File: src/bslpd_pkg.sv
package bslpd_pkg;

  localparam int CNT_W = 16;
  localparam int BTN_W = 2;
  localparam int NUM_BTN = 4;
  localparam int EV_W = 2;
  localparam int CFG_IDX_W = 1;

  localparam logic [CFG_IDX_W-1:0] REG_DEBOUNCE_TICKS = 1'd0;
  localparam logic [CFG_IDX_W-1:0] REG_LONG_PRESS_TICKS = 1'd1;

  localparam logic [CNT_W-1:0] DEBOUNCE_TICKS_RST = 16'd50;
  localparam logic [CNT_W-1:0] LONG_PRESS_TICKS_RST = 16'd1000;

  localparam logic OP_TICK = 1'b0;
  localparam logic OP_PIN = 1'b1;

  localparam logic [BTN_W-1:0] BTN_BACK = 2'd0;
  localparam logic [BTN_W-1:0] BTN_UP = 2'd1;
  localparam logic [BTN_W-1:0] BTN_SELECT = 2'd2;
  localparam logic [BTN_W-1:0] BTN_DOWN = 2'd3;

  localparam logic [EV_W-1:0] EV_SHORT = 2'd0;
  localparam logic [EV_W-1:0] EV_LONG = 2'd1;
  localparam logic [EV_W-1:0] EV_RESET = 2'd2;

  typedef struct packed {
    logic tick;
    logic load;
    logic stop;
  } tmr_ctrl_t;

endpackage

File: src/bslpd_timer.sv
module bslpd_timer #(
  parameter int CNT_W = bslpd_pkg::CNT_W
) (
  input  logic                clk,
  input  logic                rst_n,
  input  bslpd_pkg::tmr_ctrl_t ctrl,
  input  logic [CNT_W-1:0]    load_value,
  output logic                expire
);

  logic [CNT_W-1:0] count_r, count_nxt;
  logic             run_r, run_nxt;

  assign expire = ctrl.tick && run_r && (count_r <= CNT_W'(1));

  always_comb begin
    count_nxt = count_r;
    run_nxt   = run_r;
    if (ctrl.load) begin
      count_nxt = load_value;
      run_nxt   = 1'b1;
    end else if (ctrl.stop || expire) begin
      count_nxt = '0;
      run_nxt   = 1'b0;
    end else if (ctrl.tick && run_r) begin
      count_nxt = count_r - CNT_W'(1);
    end
  end

  always_ff @(posedge clk) begin
    if (!rst_n) begin
      count_r <= '0;
      run_r   <= 1'b0;
    end else begin
      count_r <= count_nxt;
      run_r   <= run_nxt;
    end
  end

endmodule

File: src/button_short_long_press_detector_core.sv
// Short/long press detector for four active-low buttons. Each input transaction is
// either a timer tick or a pin change carrying the raw pin levels; a transaction
// produces at most one event (short press, long press or reset request). One
// transaction is accepted per clock while the result register is not stalled: it is
// captured in an input register, and a single pass of compare and counter-update
// logic then updates the debounce and hold countdowns and the tracked button and
// loads the result register. Configuration writes take effect on the next clock
// and are meant to be done while the block is idle.
module button_short_long_press_detector_core (
  input  logic                                clk,
  input  logic                                rst_n,
  input  logic                                in_valid,
  output logic                                in_ready,
  input  logic                                in_op,
  input  logic [bslpd_pkg::BTN_W-1:0]         in_button,
  input  logic [bslpd_pkg::NUM_BTN-1:0]       in_pin_levels,
  output logic                                out_valid,
  input  logic                                out_ready,
  output logic [bslpd_pkg::EV_W-1:0]          out_event_res,
  output logic [bslpd_pkg::BTN_W-1:0]         out_event_button,
  input  logic                                cfg_wr_en,
  input  logic [bslpd_pkg::CFG_IDX_W-1:0]     cfg_index,
  input  logic [bslpd_pkg::CNT_W-1:0]         cfg_data
);

  logic [bslpd_pkg::CNT_W-1:0]   debounce_ticks_r;
  logic [bslpd_pkg::CNT_W-1:0]   long_press_ticks_r;

  logic                          in_vld_r;
  logic                          op_r;
  logic [bslpd_pkg::BTN_W-1:0]   button_r;
  logic [bslpd_pkg::NUM_BTN-1:0] levels_r;

  logic                          out_vld_r, out_vld_nxt;
  logic [bslpd_pkg::EV_W-1:0]    ev_res_r, ev_res_nxt;
  logic [bslpd_pkg::BTN_W-1:0]   ev_btn_r, ev_btn_nxt;

  logic [bslpd_pkg::BTN_W-1:0]   deb_btn_r, deb_btn_nxt;
  logic                          trk_vld_r, trk_vld_nxt;
  logic [bslpd_pkg::BTN_W-1:0]   trk_btn_r, trk_btn_nxt;

  bslpd_pkg::tmr_ctrl_t          deb_ctrl, hold_ctrl;
  logic                          deb_expire, hold_expire;

  logic                          step_fire;
  logic                          is_tick, is_pin, press, combo, deb_held, trk_held;
  logic                          emit;

  assign step_fire = in_vld_r && (!out_vld_r || out_ready);
  assign in_ready  = !in_vld_r || step_fire;

  assign is_tick  = step_fire && (op_r == bslpd_pkg::OP_TICK);
  assign is_pin   = step_fire && (op_r == bslpd_pkg::OP_PIN);
  assign press    = !levels_r[button_r];
  assign combo    = ((button_r == bslpd_pkg::BTN_UP) && !levels_r[bslpd_pkg::BTN_DOWN]) ||
                    ((button_r == bslpd_pkg::BTN_DOWN) && !levels_r[bslpd_pkg::BTN_UP]);
  assign deb_held = !levels_r[deb_btn_r];
  assign trk_held = !levels_r[trk_btn_r];

  always_comb begin
    deb_ctrl.tick  = is_tick;
    deb_ctrl.load  = is_pin && press && !combo;
    deb_ctrl.stop  = 1'b0;
    hold_ctrl.tick = is_tick && !deb_expire;
    hold_ctrl.load = deb_expire && deb_held;
    hold_ctrl.stop = (deb_expire && !deb_held) ||
                     (is_pin && !press && trk_vld_r && (trk_btn_r == button_r));
  end

  bslpd_timer #(.CNT_W(bslpd_pkg::CNT_W)) u_deb_timer (
    .clk        (clk),
    .rst_n      (rst_n),
    .ctrl       (deb_ctrl),
    .load_value (debounce_ticks_r),
    .expire     (deb_expire)
  );

  bslpd_timer #(.CNT_W(bslpd_pkg::CNT_W)) u_hold_timer (
    .clk        (clk),
    .rst_n      (rst_n),
    .ctrl       (hold_ctrl),
    .load_value (long_press_ticks_r),
    .expire     (hold_expire)
  );

  always_comb begin
    emit        = 1'b0;
    ev_res_nxt  = ev_res_r;
    ev_btn_nxt  = ev_btn_r;
    deb_btn_nxt = deb_btn_r;
    trk_vld_nxt = trk_vld_r;
    trk_btn_nxt = trk_btn_r;
    if (is_pin) begin
      if (press) begin
        if (combo) begin
          emit       = 1'b1;
          ev_res_nxt = bslpd_pkg::EV_RESET;
          ev_btn_nxt = button_r;
        end else begin
          deb_btn_nxt = button_r;
        end
      end else begin
        if (trk_vld_r && (trk_btn_r == button_r)) begin
          emit       = 1'b1;
          ev_res_nxt = bslpd_pkg::EV_SHORT;
          ev_btn_nxt = button_r;
        end
        trk_vld_nxt = 1'b0;
      end
    end else if (is_tick) begin
      if (deb_expire) begin
        if (deb_held) begin
          trk_vld_nxt = 1'b1;
          trk_btn_nxt = deb_btn_r;
        end
      end else if (hold_expire && trk_vld_r && trk_held) begin
        emit        = 1'b1;
        ev_res_nxt  = bslpd_pkg::EV_LONG;
        ev_btn_nxt  = trk_btn_r;
        trk_vld_nxt = 1'b0;
      end
    end
    if (emit) begin
      out_vld_nxt = 1'b1;
    end else if (out_ready) begin
      out_vld_nxt = 1'b0;
    end else begin
      out_vld_nxt = out_vld_r;
    end
  end

  // config registers
  always_ff @(posedge clk) begin
    if (!rst_n) begin
      debounce_ticks_r   <= bslpd_pkg::DEBOUNCE_TICKS_RST;
      long_press_ticks_r <= bslpd_pkg::LONG_PRESS_TICKS_RST;
    end else if (cfg_wr_en) begin
      case (cfg_index)
        bslpd_pkg::REG_DEBOUNCE_TICKS: begin
          debounce_ticks_r <= cfg_data;
        end
        bslpd_pkg::REG_LONG_PRESS_TICKS: begin
          long_press_ticks_r <= cfg_data;
        end
        default: begin
        end
      endcase
    end
  end

  always_ff @(posedge clk) begin
    if (!rst_n) begin
      in_vld_r  <= 1'b0;
      out_vld_r <= 1'b0;
      deb_btn_r <= '0;
      trk_vld_r <= 1'b0;
      trk_btn_r <= '0;
    end else begin
      if (in_ready) begin
        in_vld_r <= in_valid;
      end
      out_vld_r <= out_vld_nxt;
      deb_btn_r <= deb_btn_nxt;
      trk_vld_r <= trk_vld_nxt;
      trk_btn_r <= trk_btn_nxt;
    end
  end

  // payload registers
  always_ff @(posedge clk) begin
    if (in_ready && in_valid) begin
      op_r     <= in_op;
      button_r <= in_button;
      levels_r <= in_pin_levels;
    end
    ev_res_r <= ev_res_nxt;
    ev_btn_r <= ev_btn_nxt;
  end

  assign out_valid        = out_vld_r;
  assign out_event_res    = ev_res_r;
  assign out_event_button = ev_btn_r;

endmodule

File: config.mk
export PLATFORM = sky130hd
export DESIGN_NAME = button_short_long_press_detector_core
export DESIGN_NICKNAME = d
export VERILOG_FILES = /design/src/bslpd_pkg.sv /design/src/bslpd_timer.sv /design/src/button_short_long_press_detector_core.sv
export SDC_FILE = /design/constraint.sdc
export NUM_CORES = 1
export LEC_CHECK = 0
export BUFFER_PORTS_ARGS = -buffer_cell sky130_fd_sc_hd__buf_2
export CAP_MARGIN = 15
export CORE_UTILIZATION = 30
export CTS_BUF_LIST = sky130_fd_sc_hd__clkbuf_16
export DETAILED_ROUTE_END_ITERATION = 8
export PLACE_DENSITY_LB_ADDON = 0.25
export SETUP_SLACK_MARGIN = 0.1
export SLEW_MARGIN = 20
export SYNTH_ARGS = -nofsm -noshare
export SYNTH_HDL_FRONTEND = slang
export SYNTH_SLANG_ARGS = --single-unit
File: constraint.sdc
create_clock -name clk -period 3.17 [get_ports clk]
set_input_delay 0.634 -clock clk [delete_from_list [all_inputs] [get_ports clk]]
set_output_delay 0.634 -clock clk [all_outputs]
set_load 0.01 [all_outputs]
==> results.toml, run 1 <==
[global_route]
grt_max_degree = 34
grt_pass1_wl_mm = 17.6
antenna_found_initial = 0
grt_use_total = 0.158
gr-total-overflow = 0
grt_pass1_vias = 3463

[setup_path]
critPathKind = "reg2reg"
required_ns = 3.39
crit_fanout = 13
cp-end-kind = "register"
cp.arrival_ns = 2.73
start_kind = "register"

[placed_design]
port_buffers = 34
placed_area_um2 = 4400
place.gp.congestion = 0.839
place_ws_ns = 0.500
dp.cells = 672
dp_hpwl_mm = 7.82

[cells_and_area]
num_antenna_cells = 0
final_cell_area_um2 = 4680
final_nets = 544
drive_gt1_frac = 0.163
area_delta_synth_final_pct = 16.3
final_cells = 687

[clock_tree]
cts_max_level = 3
clkTransAtPathRegs_ns = 0.06
clk_latency_ns = 0.33
clock_path_buffers = 2
cts_tree = "done"
cts_resized = 0
cts-hold-fix-buffers = 0
numCtsBuffers = 9
clock_sinks = 84
cts_root_buffer = "clkbuf_16"
post_cts_buffers = 0

[routing]
wirelength_mm = 10.8
first_iter_violations = 234
wire_per_inst_um = 15.8
viasPerCell = 5.32
dr.pass1.iters = 5
route.vias.total = 3656
drcViolationCount = 0
detail-route-antenna-nets = 0

[yosys]
synth_top_flop_cell = "dfxtp_1"
ys_seq_elements = 84
yosysMostFrequentCell = "nand2_1"
syn_inst = 478
syn_area_um2 = 4030
synth_area_leaders = "dfxtp_1, nand2_1, edfxtp_1"
synth_top_area_cell = "dfxtp_1"
syn_avg_cell_area_um2 = 8.43
syn_nets = 511
synth_cell_types = 65
synth_edf_count = 11
synth.top_cell.area_share = 0.363
yosysSeqAreaShare = 0.445
yosys-top-cells-count = "nand2_1, dfxtp_1, a21oi_1"
synthArstFlopShare = 0
yosys_warnings = 0

[timing]
timing.fmax_ghz = 0.398
fin_crit_sh = 0.792
fin_setup_tns_ns = 0
finalClockSkew_ns = 0.00653
worst_pin_slew_ns = 0.633
fin_ws_ns = 0.660
maxSlewViolCount = 0
hold_ws_ns = 0.457
relSlewSlack = 0.578
fin_crit_ns = 2.51
setup_viol = 0
hold_viol = 0
rsz0062_at_grt = "false"

[pwr]
leakage_nw = 1.81
powerDensity_nw_per_um2 = 510
vdd_drop_max_mv = 0.211

[worst_hold_path]
hold_class = "reg2reg"

[job]
maxCapViolCount = 0

[floorplan]
start_util = 0.313
die_x_um = 118
ios = 35
die_h_um = 118
coreArea_um2 = 12900
dieArea_um2 = 13900
rows = 41

[run_status]
outcome = "completed"
==> layout by cell type (no fill, tap or decap), types with 8 or more instances in the layout <==
cell       instances
o21ai_0           38
nor3_1            10
nand2_1           94
nor4_1             8
edfxtp_1          11
buf_4             12
nor2_1            33
dfxtp_1           73
a21oi_1           39
nand3_1           26
clkbuf_16          9
buf_2             34
==> stage by stage <==
step	utilization	total power [mW]
floorplan	-	1.31
CTS	0.364	2.40
global route	0.364	2.48
global placement	0.342	1.39
detailed placement	0.342	1.39
finish	0.364	2.39
==> where the power goes <==
group          internal [mW]  switching, mW  total (mW)
logic                 0.0893          0.134       0.223
registers               1.11         0.0321        1.15
clock network          0.600          0.416        1.02
total                   1.80          0.582        2.39
==> registers in the layout, summed over array words and instances, names as in the netlist <==
| name | count |
|---|---|
| button_r | 2 |
| deb_btn_r | 2 |
| debounce_ticks_r | 16 |
| in_vld_r | 1 |
| levels_r | 4 |
| long_press_ticks_r | 16 |
| op_r | 1 |
| out_event_button | 2 |
| out_event_res | 2 |
| out_valid | 1 |
| trk_btn_r | 2 |
| trk_vld_r | 1 |
| u_deb_timer.count_r | 16 |
| u_deb_timer.run_r | 1 |
| u_hold_timer.count_r | 16 |
| u_hold_timer.run_r | 1 |
==> cell type report <==
| cell class | count | area [um^2] |
|---|---|---|
| tap | 172 | 215 |
| clock buffer | 9 | 225 |
| sequential | 84 | 1790 |
| fill | 1341 | 8190 |
| clock inverter | 6 | 57.6 |
| inverter | 7 | 26.3 |
| multi-input combinational | 363 | 2110 |
| timing repair buffer | 46 | 260 |
==> worst max-delay path: stages, from the launching register on <==
cell and delay (ns):
edfxtp_1 0.45, nor2b_1 0.34, nand3_2 0.26, or4_4 0.67, nand3_1 0.32, o21ai_0 0.15, a32o_1 0.22
==> worst paths after layout <==
kind / start / end / slack [ns] / cells after the start
max reg2reg: op_r / u_hold_timer.count_r[11] / 0.66 / 6
min: long_press_ticks_r[15] / long_press_ticks_r[15] / 0.46 / 2
min reg2reg: long_press_ticks_r[15] / long_press_ticks_r[15] / 0.46 / 2
max: op_r / u_hold_timer.count_r[11] / 0.66 / 6
==> cells by family after synthesis <==
| kind of cell | share of synthesized area |
|---|---|
| buffers and inverters | 0.0320 |
| XOR/XNOR | 0.0174 |
| adder cells (fa/ha/maj) | 0.0124 |
| multiplexers | 0.0298 |
| AO/OA/AOI/OAI | 0.186 |
| flip-flops | 0.445 |
| AND/OR/NAND/NOR | 0.277 |
==> layer usage <==
layer | part of all wire | wire length (um) | track usage | vias to the layer above
li1 | - | - | - | 1792
met1 | 0.48 | 5250 | 0.214 | 1748
met2 | 0.46 | 5020 | 0.259 | 110
met3 | 0.042 | 460 | 0.0189 | 6
met4 | 0.0091 | 98 | 0.0577 | 0
met5 | 0 | 0 | 0 | -
(Power assumes the default switching activity.)
==> run 2: changes to the inputs <==
==> constraint.sdc (replaced) <==
create_clock -name clk -period 2.2 [get_ports clk]
set_input_delay 0.44 -clock clk [delete_from_list [all_inputs] [get_ports clk]]
set_output_delay 0.44 -clock clk [all_outputs]
set_load 0.01 [all_outputs]
==> run 2 against run 1 <==
The run now ends with setup timing left. Cell count increased by 8.2%. Via count increased by 3.3%. Die area unchanged. First-iteration DRC count increased by 13%. Setup slack got worse by 0.67 ns. Sequential share of layout area decreased by 4.1 points. Critical endpoint unchanged. Highest routed layer unchanged.
==> results.toml, run 2 (synthesis gave the netlist of run 1 again) <==
[floorplan]
ios = 35
start_util = 0.313
rows = 41
die_h_um = 118
coreArea_um2 = 12900
dieArea_um2 = 13900
die_x_um = 118

[routing]
dr_wl_met3_um = 469
wirelength_mm = 11.7
first_iter_violations = 265
top_layer_used = "met4"
route.vias.total = 3775
route.met2.wl_mm = 5.64
wl_met1_mm = 5.37
drcViolationCount = 0
wire_per_inst_um = 15.7
viasPerCell = 5.08
detail-route-antenna-nets = 0
dr.pass1.iters = 5

[placed_design]
place.gp.congestion = 0.866
place_ws_ns = -0.0445
dp_hpwl_mm = 8.30
port_buffers = 34

[timing]
rsz0062_at_grt = "true"
fin_ws_ns = -0.0143
hold_viol = 0
setup_viol = 2
fin_setup_tns_ns = -0.0166
timing.fmax_ghz = 0.452
relSlewSlack = 0.605
maxSlewViolCount = 0
finalClockSkew_ns = 0.00853
worst_pin_slew_ns = 0.592
hold_ws_ns = 0.267
fin_crit_sh = 1.01
fin_crit_ns = 2.21

[cells_and_area]
final_nets = 599
layout_commonest_cell = "nand2_1"
num_antenna_cells = 0
nFillCells = 1283
multiInputGateArea_um2 = 2240
drive_gt1_frac = 0.277
layout_common_cells = "nand2_1, dfxtp_1, buf_4"
area_delta_synth_final_pct = 30.4
regArea_um2 = 1800

[clock_tree]
clock_path_buffers = 2
cts-hold-fix-buffers = 0
cts_tree = "done"
clkTransAtPathRegs_ns = 0.06
cts_max_level = 3
clk_latency_ns = 0.35
clock_sinks = 84
cts_root_buffer = "clkbuf_16"
numCtsBuffers = 9

[job]
maxCapViolCount = 0

[setup_path]
crit_fanout = 7
cp.arrival_ns = 2.44
critPathKind = "reg2reg"
cp-end-kind = "register"
start_kind = "register"
required_ns = 2.43

[global_route]
antenna_found_initial = 0
grt_max_degree = 41
grt_pass1_wl_mm = 18.8
grt_pass1_vias = 3686
gr-total-overflow = 0
grt_use_total = 0.173

[pwr]
powerDensity_nw_per_um2 = 676
leakage_nw = 2.15
vdd_drop_max_mv = 0.419
power_mw = 3.55

[run_status]
outcome = "finished, violations left"
violations = "setup timing"

[worst_hold_path]
hold_class = "in2reg"
run 2: changes by cell type in the layout (fill, tap and decap cells not counted), moves of 2 or more:
cell and change:
buf_4 +50, buf_6 +4, clkinv_2 -2, dfxtp_1 -3, dfxtp_2 +3, nor3_1 -2, nor4_1 -2, nor4_4 +2
o21ai_0 -7, o21ai_1 +5, o21ai_2 +2
run 2: final timing paths:
kind                                               from  slack [ns]                        to  depth (start not counted)
worst max register to register  u_deb_timer.count_r[14]       -0.01  u_hold_timer.count_r[11]                          6
worst max-delay path            u_deb_timer.count_r[14]       -0.01  u_hold_timer.count_r[11]                          6
worst min register to register    long_press_ticks_r[2]        0.46     long_press_ticks_r[2]                          2
worst min-delay path                   in_pin_levels[3]        0.27               levels_r[3]                          1
run 2: through the flow:
| step | instances | util | area (um^2) |
|---|---|---|---|
| after floorplan | 478 | - | 4050 |
| after global placement | 721 | 0.372 | 4790 |
| after detailed placement | 721 | 0.372 | 4790 |
| after CTS | 740 | 0.400 | 5150 |
| after global routing | 743 | 0.408 | 5250 |
| final | 743 | 0.408 | 5250 |
run 2: where the power goes:
group / internal [mW] / switching (mW) / leakage (nW) / total (mW)
combinational: 0.181 / 0.214 / 1.30 / 0.395
sequential: 1.61 / 0.0411 / 0.700 / 1.65
clock: 0.876 / 0.633 / 0.149 / 1.51
total: 2.66 / 0.888 / 2.15 / 3.55
run 2: final cells by class:
type | instances | share of cell area
multi-input cells | 363 | 0.426
flip-flops and latches | 84 | 0.342
repair buffers | 101 | 0.131
clock buffers | 9 | 0.0429
well taps | 172 | 0.0410
clock inverters | 7 | 0.0126
inverters | 7 | 0.00500
run 2: critical path, stage by stage (launching register included):
cell	delay, ns
dfxtp_2	0.32
or3_4	0.38
or2_4	0.26
or4_4	0.56
nand3_2	0.20
o21ai_0	0.14
a32o_1	0.24
run 2: what timing repair did:
item | in CTS | in global routing
cloned | 2 | 0
endpoints found under the setup margin | 27 | 35
buffers inserted | 1 | 3
pin swaps | 9 | 8
resized for setup | 13 | 20
run 2: metal layers:
layer  vias to the layer above  global-route usage
li1                       1906                   -
met4                         0              0.0617
met3                        15              0.0422
met2                        73               0.283
met1                      1781               0.219
met5                         -                   0
